## src/design/pds_pkg.sv

```systemverilog
// shared types and constants of the polyphase 8-tap downscaler
package pds_pkg;

    localparam int TAP_COUNT   = 8;
    localparam int SAMPLE_W    = 8;
    localparam int COEFF_W     = 8;
    localparam int PROD_W      = 16;
    localparam int SUM_W       = 19;
    localparam int ROUND_ADD   = 64;
    localparam int ROUND_SHIFT = 7;
    localparam int MAX_ROW     = 4096;
    localparam int COUNT_W     = 13;
    localparam int INDEX_W     = 12;
    localparam int PIXEL_MAX   = 255;

    localparam logic OP_SAMPLE     = 1'b0;
    localparam logic OP_COEFF_LOAD = 1'b1;

    localparam logic [1:0] REG_INIT_OFFSET = 2'd0;
    localparam logic [1:0] REG_STEP_INC    = 2'd1;
    localparam logic [1:0] REG_CHROMA_MODE = 2'd2;
    localparam logic [1:0] REG_OUT_WIDTH   = 2'd3;

    typedef struct packed {
        logic shift_a;
        logic shift_b;
        logic sel_b;
        logic load;
    } t_cell_ctrl;

    typedef struct packed {
        logic                 plane;
        logic [INDEX_W-1:0]   index;
        logic                 last;
    } t_out_meta;

    typedef logic [TAP_COUNT-1:0][PROD_W-1:0] t_prod_vec;

endpackage

```

## src/design/polyphase_8tap_downscaler.sv

```systemverilog
// polyphase 8-tap downscaler: control, coefficient table, cell chain, output stage
// path: a result is registered in the tap-cell product registers, then in the output register
// throughput: one transaction per cycle, set by the window shift in the cell row
// and the two-stage product/sum pipeline; the input stalls only while both stages are full
// reset (synchronous, active low): windows zero, row counters cleared, position = init offset,
// registers at their defaults; the coefficient table holds garbage until its rows are loaded
module polyphase_8tap_downscaler
    import pds_pkg::*;
#(
    parameter int PHASE_COUNT = 8,
    parameter int FRAC_BITS   = 16
) (
    input  logic                   i_clk,
    input  logic                   i_rst_n,
    // input channel
    input  logic                   i_in_valid,
    output logic                   o_in_ready,
    input  logic                   i_opcode,
    input  logic [7:0]             i_sample,
    input  logic                   i_last_in_row,
    input  logic [2:0]             i_coeff_phase,
    input  logic [63:0]            i_coeff_word,
    // output channel
    output logic                   o_out_valid,
    input  logic                   i_out_ready,
    output logic [7:0]             o_pixel,
    output logic                   o_plane,
    output logic [11:0]            o_out_index,
    output logic                   o_last_of_row,
    // configuration port
    input  logic                   psel,
    input  logic                   penable,
    input  logic                   pwrite,
    input  logic [3:0]             paddr,
    input  logic [31:0]            pwdata,
    output logic [31:0]            prdata,
    output logic                   pready
);

    localparam int PW = (PHASE_COUNT > 1) ? $clog2(PHASE_COUNT) : 1;
    localparam int NW = 32 - FRAC_BITS;
    localparam int MW = FRAC_BITS + 6;

    // configuration registers
    logic [27:0]          r_init_offset, n_init_offset;
    logic [19:0]          r_step, n_step;
    logic                 r_chroma, n_chroma;
    logic [COUNT_W-1:0]   r_out_width, n_out_width;

    // row state
    logic [31:0]          r_position, n_position;
    logic [PW-1:0]        r_phase, n_phase;
    logic [COUNT_W-1:0]   r_sample_count, n_sample_count;
    logic [COUNT_W-1:0]   r_output_count, n_output_count;
    logic                 r_toggle, n_toggle;

    // coefficient table, one 64-bit row per phase
    logic [63:0]          r_coeff [PHASE_COUNT];

    // product stage
    logic                 r_s1_valid;
    t_out_meta            r_s1_meta;

    logic                 w_accept, w_acc_sample, w_acc_coeff, w_cfg_wr;
    logic                 w_plane, w_hit, w_produce, w_advance, w_restart;
    logic                 w_s1_adv, w_out_valid;
    logic [COUNT_W-1:0]   w_eff_width;
    logic [NW-1:0]        w_n;
    logic [63:0]          w_coeff_row;
    t_cell_ctrl           w_ctrl;
    t_out_meta            w_meta, w_out_meta;
    t_prod_vec            w_prod;
    logic [MW-1:0]        w_phase_mult;

    logic [SAMPLE_W-1:0]  w_win_a [TAP_COUNT];
    logic [SAMPLE_W-1:0]  w_win_b [TAP_COUNT];

    // handshakes: the product stage moves on when the output register is free
    assign w_s1_adv     = !w_out_valid || i_out_ready;
    assign o_in_ready   = !r_s1_valid || w_s1_adv;
    assign w_accept     = i_in_valid && o_in_ready;
    assign w_acc_sample = w_accept && (i_opcode == OP_SAMPLE);
    assign w_acc_coeff  = w_accept && (i_opcode == OP_COEFF_LOAD);
    assign w_cfg_wr     = psel && penable && pwrite;
    assign pready       = 1'b1;

    // plane of this transaction and the output decision
    assign w_plane     = r_chroma && r_toggle;
    assign w_eff_width = ({1'b0, r_out_width} < (COUNT_W+1)'(MAX_ROW)) ?
                         r_out_width : COUNT_W'(MAX_ROW);
    assign w_n         = r_position[31:FRAC_BITS];
    assign w_hit       = (33'(w_n) + 33'(TAP_COUNT)) == 33'(r_sample_count);
    assign w_produce   = w_acc_sample && w_hit && (r_output_count < w_eff_width);
    // position and counters move after the single plane or after the Cr sample
    assign w_advance   = !r_chroma || w_plane;

    assign w_meta.plane = w_plane;
    assign w_meta.index = r_output_count[INDEX_W-1:0];
    assign w_meta.last  = ({1'b0, r_output_count} + 14'd1) == {1'b0, w_eff_width};

    always_comb begin
        n_init_offset  = r_init_offset;
        n_step         = r_step;
        n_chroma       = r_chroma;
        n_out_width    = r_out_width;
        n_position     = r_position;
        n_sample_count = r_sample_count;
        n_output_count = r_output_count;
        n_toggle       = r_toggle;
        w_restart      = 1'b0;

        if (w_acc_sample) begin
            if (w_advance) begin
                if (r_sample_count != {COUNT_W{1'b1}}) begin
                    n_sample_count = r_sample_count + 1'b1;
                end
                if (w_produce) begin
                    n_output_count = r_output_count + 1'b1;
                    n_position     = r_position + 32'(r_step);
                end
            end
            n_toggle  = r_toggle ^ r_chroma;
            w_restart = i_last_in_row;
        end

        if (w_cfg_wr) begin
            case (paddr[3:2])
                REG_INIT_OFFSET: n_init_offset = pwdata[27:0];
                REG_STEP_INC:    n_step        = pwdata[19:0];
                REG_CHROMA_MODE: n_chroma      = pwdata[0];
                REG_OUT_WIDTH:   n_out_width   = pwdata[COUNT_W-1:0];
                default:         n_chroma      = r_chroma;
            endcase
            w_restart = 1'b1;
        end

        // row restart: reload position, clear counters, windows kept
        if (w_restart) begin
            n_position     = 32'(n_init_offset);
            n_sample_count = '0;
            n_output_count = '0;
            n_toggle       = 1'b0;
        end

        // phase follows the fraction of the next position, kept registered
        w_phase_mult = MW'(n_position[FRAC_BITS-1:0]) * MW'(PHASE_COUNT);
        n_phase      = w_phase_mult[FRAC_BITS +: PW];
    end

    always_ff @(posedge i_clk) begin
        if (!i_rst_n) begin
            r_init_offset  <= '0;
            r_step         <= 20'h10000;
            r_chroma       <= 1'b0;
            r_out_width    <= COUNT_W'(1);
            r_position     <= '0;
            r_phase        <= '0;
            r_sample_count <= '0;
            r_output_count <= '0;
            r_toggle       <= 1'b0;
            r_s1_valid     <= 1'b0;
        end else begin
            r_init_offset  <= n_init_offset;
            r_step         <= n_step;
            r_chroma       <= n_chroma;
            r_out_width    <= n_out_width;
            r_position     <= n_position;
            r_phase        <= n_phase;
            r_sample_count <= n_sample_count;
            r_output_count <= n_output_count;
            r_toggle       <= n_toggle;
            if (o_in_ready) begin
                r_s1_valid <= w_produce;
            end
        end
    end

    // meta of the item whose products sit in the cells
    always_ff @(posedge i_clk) begin
        if (w_produce) begin
            r_s1_meta <= w_meta;
        end
    end

    // coefficient rows; a phase beyond the table is dropped
    always_ff @(posedge i_clk) begin
        if (w_acc_coeff && (32'(i_coeff_phase) < PHASE_COUNT)) begin
            r_coeff[PW'(i_coeff_phase)] <= i_coeff_word;
        end
    end

    assign w_coeff_row = r_coeff[r_phase];

    assign w_ctrl.shift_a = w_acc_sample && !w_plane;
    assign w_ctrl.shift_b = w_acc_sample && w_plane;
    assign w_ctrl.sel_b   = w_plane;
    assign w_ctrl.load    = w_produce;

    // row of tap cells: samples enter at the top cell and move down one slot per sample
    for (genvar t = 0; t < TAP_COUNT; t++) begin : g_cell
        logic [SAMPLE_W-1:0] w_nb_a;
        logic [SAMPLE_W-1:0] w_nb_b;

        if (t == TAP_COUNT - 1) begin : g_top
            assign w_nb_a = i_sample;
            assign w_nb_b = i_sample;
        end else begin : g_mid
            assign w_nb_a = w_win_a[t+1];
            assign w_nb_b = w_win_b[t+1];
        end

        pds_tap_cell u_cell (
            .i_clk   (i_clk),
            .i_rst_n (i_rst_n),
            .i_ctrl  (w_ctrl),
            .i_nb_a  (w_nb_a),
            .i_nb_b  (w_nb_b),
            .i_coeff (w_coeff_row[COEFF_W*t +: COEFF_W]),
            .o_win_a (w_win_a[t]),
            .o_win_b (w_win_b[t]),
            .o_prod  (w_prod[t])
        );
    end

    pds_round_clip u_round (
        .i_clk   (i_clk),
        .i_rst_n (i_rst_n),
        .i_prod  (w_prod),
        .i_valid (r_s1_valid),
        .i_meta  (r_s1_meta),
        .i_adv   (w_s1_adv),
        .o_valid (w_out_valid),
        .o_pixel (o_pixel),
        .o_meta  (w_out_meta)
    );

    assign o_out_valid   = w_out_valid;
    assign o_plane       = w_out_meta.plane;
    assign o_out_index   = w_out_meta.index;
    assign o_last_of_row = w_out_meta.last;

    // register readback
    always_comb begin
        case (paddr[3:2])
            REG_INIT_OFFSET: prdata = 32'(r_init_offset);
            REG_STEP_INC:    prdata = 32'(r_step);
            REG_CHROMA_MODE: prdata = 32'(r_chroma);
            REG_OUT_WIDTH:   prdata = 32'(r_out_width);
            default:         prdata = '0;
        endcase
    end

endmodule

```

## src/design/pds_tap_cell.sv

```systemverilog
// one tap cell: holds one window slot per plane and registers its product
module pds_tap_cell
    import pds_pkg::*;
(
    input  logic                       i_clk,
    input  logic                       i_rst_n,
    input  t_cell_ctrl                 i_ctrl,
    input  logic [SAMPLE_W-1:0]        i_nb_a,
    input  logic [SAMPLE_W-1:0]        i_nb_b,
    input  logic [COEFF_W-1:0]         i_coeff,
    output logic [SAMPLE_W-1:0]        o_win_a,
    output logic [SAMPLE_W-1:0]        o_win_b,
    output logic [PROD_W-1:0]          o_prod
);

    logic [SAMPLE_W-1:0]   r_win_a;
    logic [SAMPLE_W-1:0]   r_win_b;
    logic [PROD_W-1:0]     r_prod;
    logic [SAMPLE_W-1:0]   w_new;
    logic signed [SAMPLE_W+COEFF_W:0] w_mult;

    // the window of the current plane after its shift
    assign w_new  = i_ctrl.sel_b ? i_nb_b : i_nb_a;
    assign w_mult = $signed({1'b0, w_new}) * $signed(i_coeff);

    always_ff @(posedge i_clk) begin
        if (!i_rst_n) begin
            r_win_a <= '0;
            r_win_b <= '0;
        end else begin
            if (i_ctrl.shift_a) begin
                r_win_a <= i_nb_a;
            end
            if (i_ctrl.shift_b) begin
                r_win_b <= i_nb_b;
            end
        end
    end

    always_ff @(posedge i_clk) begin
        if (i_ctrl.load) begin
            r_prod <= w_mult[PROD_W-1:0];
        end
    end

    assign o_win_a = r_win_a;
    assign o_win_b = r_win_b;
    assign o_prod  = r_prod;

endmodule

```

## src/design/pds_round_clip.sv

```systemverilog
// sum of tap products, rounding, clipping and the output register
module pds_round_clip
    import pds_pkg::*;
(
    input  logic                  i_clk,
    input  logic                  i_rst_n,
    input  t_prod_vec             i_prod,
    input  logic                  i_valid,
    input  t_out_meta             i_meta,
    input  logic                  i_adv,
    output logic                  o_valid,
    output logic [SAMPLE_W-1:0]   o_pixel,
    output t_out_meta             o_meta
);

    logic                         r_valid;
    logic [SAMPLE_W-1:0]          r_pixel;
    t_out_meta                    r_meta;
    logic signed [SUM_W-1:0]      w_sum;
    logic signed [SUM_W-1:0]      w_shift;
    logic [SAMPLE_W-1:0]          w_pixel;

    always_comb begin
        w_sum = SUM_W'(ROUND_ADD);
        for (int t = 0; t < TAP_COUNT; t++) begin
            w_sum = w_sum + SUM_W'($signed(i_prod[t]));
        end
        w_shift = w_sum >>> ROUND_SHIFT;
        if (w_sum < 0) begin
            w_pixel = '0;
        end else if (w_shift > SUM_W'(PIXEL_MAX)) begin
            w_pixel = SAMPLE_W'(PIXEL_MAX);
        end else begin
            w_pixel = w_shift[SAMPLE_W-1:0];
        end
    end

    always_ff @(posedge i_clk) begin
        if (!i_rst_n) begin
            r_valid <= 1'b0;
        end else if (i_adv) begin
            r_valid <= i_valid;
        end
    end

    always_ff @(posedge i_clk) begin
        if (i_adv && i_valid) begin
            r_pixel <= w_pixel;
            r_meta  <= i_meta;
        end
    end

    assign o_valid = r_valid;
    assign o_pixel = r_pixel;
    assign o_meta  = r_meta;

endmodule

```

## config.mk

```make
export PLATFORM = sky130hd
export DESIGN_NAME = polyphase_8tap_downscaler
export DESIGN_NICKNAME = d
export VERILOG_FILES = /design/src/design/pds_pkg.sv /design/src/design/polyphase_8tap_downscaler.sv /design/src/design/pds_tap_cell.sv /design/src/design/pds_round_clip.sv
export SDC_FILE = /design/constraint.sdc
export NUM_CORES = 2
export LEC_CHECK = 0
export ABC_CLOCK_PERIOD_IN_PS = 9400
export BUFFER_PORTS_ARGS = -buffer_cell sky130_fd_sc_hd__buf_2
export CAP_MARGIN = 20
export CORE_MARGIN = 5
export CORE_UTILIZATION = 25
export CTS_BUF_LIST = sky130_fd_sc_hd__clkbuf_16
export DETAILED_ROUTE_END_ITERATION = 7
export MAX_ROUTING_LAYER = met4
export PLACE_DENSITY = 0.38
export SYNTH_ARGS = -nofsm -noshare
export SYNTH_HDL_FRONTEND = slang
export SYNTH_SLANG_ARGS = --single-unit
```

## constraint.sdc

```tcl
create_clock -name i_clk -period 9.4 [get_ports i_clk]
set_input_delay 0.47 -clock i_clk [delete_from_list [all_inputs] [get_ports i_clk]]
set_output_delay 0.47 -clock i_clk [all_outputs]
set_load 0.005 [all_outputs]
```

==> run summary <==
Outcome = completed
All-Layer GR Usage = 13.9%
Clock-pin transition on the worst setup and hold timing paths = 0.06 ns
EDFF count, synth = 676
Power Density = 154 nW/um^2
CP endpoint kind = flop
Least-Margin Pin Slew = 1.10 ns
Commonest non-fill, non-tap cell in the layout = inv_1
RSZ-0062 raised after global routing = no
DP HPWL = 117 mm
Pin count of the biggest net entering global routing = 81
Fin cells = 8263
Clock root cell = clkbuf_16
WS Path Type = reg -> reg
Number of global-route vias before repair = 37.0k
IO Count = 177
DRC Markers = 0
Starting DRT DRC Count = 1981
Slowest stage cell, crit path = mux2i_1
CP Launch Type = flop
CTS Buffer Depth = 3
FP Rows = 174
Cell Area, Synth = 56200 sq um
Initial core utilization = 25.1%
CP peak stage delay = 0.86 ns
Initial antenna violation count = 36
Hold Fails Final Rpt = 0
Synth-to-layout area growth = 16.6%
Yosys cell types = 68
Post-synthesis sequential area ratio = 44.6%
Synth area leader = edfxtp_1
Placed insts = 7946
Clock sinks = 914
GPL Wtd Cong = 0.794
Worst Path Arrival = 7.55 ns
Area post-placement = 61100 sq um
Endpoints failing setup = 0
Max cap viols = 0
Post-synth top area share = 36.1%
Number of nets with antenna violations after routing = 0
Max-slew violation count = 0
Port bufs = 165
Share of cells above drive strength 1 = 12.5%
DR WL/cell = 19.3 microns
VDD IR max = 0.157 mV
Seq cells post-synth = 914
DIE AREA = 234000 sq um
Hold Crit Class = in -> reg
Skew-Pair Late Insertion Delay = 0.75 ns
Final Net Count = 6061
Most frequent cells in the layout = inv_1 (698), edfxtp_1 (676), nand2_1 (555), nor2_1 (409), ha_1 (407)
Synth Warn # = 0
Layout Skew = 0.0370 ns
Grt ovf = 0
Synth area leaders = edfxtp_1 (36%), fa_1 (13%), ha_1 (9.1%), dfxtp_1 (8.5%), mux4_2 (5.2%)
Final Critical Period = 7.13 ns
H-tree Lvls = 3
Core Footprint = 224000 sq um
Routed vias/inst = 4.26
Syn Inst Count = 4832
Synth Area per Inst = 11.6 sq um
CP cell instances = buf_4 > mux4_2 > mux2i_1 > nand2b_1 > fa_1 > fa_1 > inv_1 > fa_1 > inv_1 > fa_1 > inv_1 > ha_1 > o21ai_0 > a21boi_0 > o21ai_0 > a21boi_0 > o21ai_0 > a21boi_0 > or4_1 > nand3_1
First-pass GRT wire length = 241 mm
PostCTS Resize Cnt = 0
CP required = 9.82 ns
Sum Neg Setup Slack = 0 ns
Post-route cell area = 65600 sq um
Leakage = 0.0257 uW
Fmax = 140 MHz
Routed Wire Length = 159 mm
CTS tree = done
Main flop type after synthesis = edfxtp_1
Vias = 35.2k
Die Span X = 484 microns
Num CTS Buffers = 106
Worst slew margin = 24.3%
Crit-path max FO = 26
Ys async rst share = 0%
DIE HEIGHT = 484 microns
Final cycle utilization of the critical path = 75.8%
TritonRoute pass-1 iters = 5
Critical Path Most Common Cell = fa_1
-- logic make-up (layout without fill, tap and decap cells) --
group	after synthesis	after routing	share of synthesized area, %
XOR/XNOR	162	162	2.52
flip-flops	914	914	44.6
adder cells (fa/ha/maj)	787	787	22.6
buffers and inverters	811	1223	5.46
AO/OA/AOI/OAI	511	511	5.92
other	2	29	0.0134
multiplexers	299	299	8.28
AND/OR/NAND/NOR	1346	1346	10.6
-- per-stage QoR --
step	util [%]	setup slack, ns	hold slack [ns]	total power, uW
3_5_place_dp	27.3	2.21	0.405	6100
5_1_grt	29.2	1.79	0.0244	10600
4_1_cts	29.2	2.19	0.000527	10300
3_3_place_gp	27.3	2.14	0.406	6100
6_report	29.2	2.27	0.0663	10100
2_1_floorplan	-	1.02	0.400	5540
-- path summary, 6_finish.rpt --
path | startpoint | to | slack (ns) | cells past startpoint
min reg2reg | r_s1_meta[7] | u_round.o_meta[7] | 0.42 | 0
max | flop | g_cell[3].u_cell.o_prod[14] | 2.27 | 20
max reg2reg | flop | g_cell[3].u_cell.o_prod[14] | 2.27 | 20
min | pwdata[25] | r_init_offset[25] | 0.07 | 3
-- power breakdown --
part | switching [uW] | internal [uW] | leakage [uW]
Clock | 1780 | 2280 | 0.00177
Combinational | 924 | 634 | 0.0159
Sequential | 36.4 | 4430 | 0.00802
-- routing by layer --
metal	track usage, %	vias to the layer above	wire length, microns
met4	3.39	0	3460
met3	2.14	174	5850
li1	-	17000	-
met1	19.1	17500	78200
met2	21.5	487	71600
met5	-	-	0
-- layout make-up --
type                    count  area [sq um]
diodes                     24          60.1
clock buffers             107          2680
clock inverters            94           769
fillers                 23300        159000
inverters                 673          2530
multi-input cells        3110         28200
flip-flops and latches    914         25100
well taps                2992          3740
repair buffers            349          2500
-- timing repair --
item	CTS	global route
hold buffers	89	0
buffers inserted	0	0
hold endpoints to repair	561	0
endpoints found under the setup margin	0	0
-- registers in the layout, summed over array words and instances, names as in the netlist, named ones only --
signal                 count
r_chroma                   1
g_cell.u_cell.o_win_b     56
r_output_count            13
r_position                32
g_cell.u_cell.o_prod     128
r_out_width               13
u_round.o_meta            14
r_step                    20
r_init_offset             28
r_toggle                   1
r_coeff                  512
u_round.o_pixel            8
g_cell.u_cell.o_win_a     56
r_s1_meta                 14
u_round.o_valid            1
r_s1_valid                 1
r_sample_count            13
-- synthesized netlist by cell type (all sizes together), types with 4 or more instances --
library cell	count
a211oi	12
a21boi	121
a21o	20
a21oi	152
a22o	7
a311oi	4
a31oi	13
and2	29
and3	19
buf	46
clkbuf	92
dfxtp	238
edfxtp	676
fa	379
ha	408
inv	673
mux2	38
mux2i	132
mux4	129
nand2	557
nand2b	75
nand3	32
nand3b	5
nand4	13
nor2	418
nor2b	68
nor3	39
nor4	10
o211ai	20
o21a	20
o21ai	82
o21bai	8
o2bb2ai	5
o31a	12
o31ai	6
o41ai	8
or2	49
or3	11
or4	11
xnor2	114
xor2	48
-- worst max-delay path, delay by kind of cell, from the launching register on --
kind	cells	cell delay, ns
multiplexers	2	1.41
flip-flops	1	0.76
AND/OR/NAND/NOR	3	0.58
adder cells (fa/ha/maj)	5	2.23
buffers and inverters	4	0.58
AO/OA/AOI/OAI	6	1.23
Note: power is estimated with default switching activity, not from simulation.
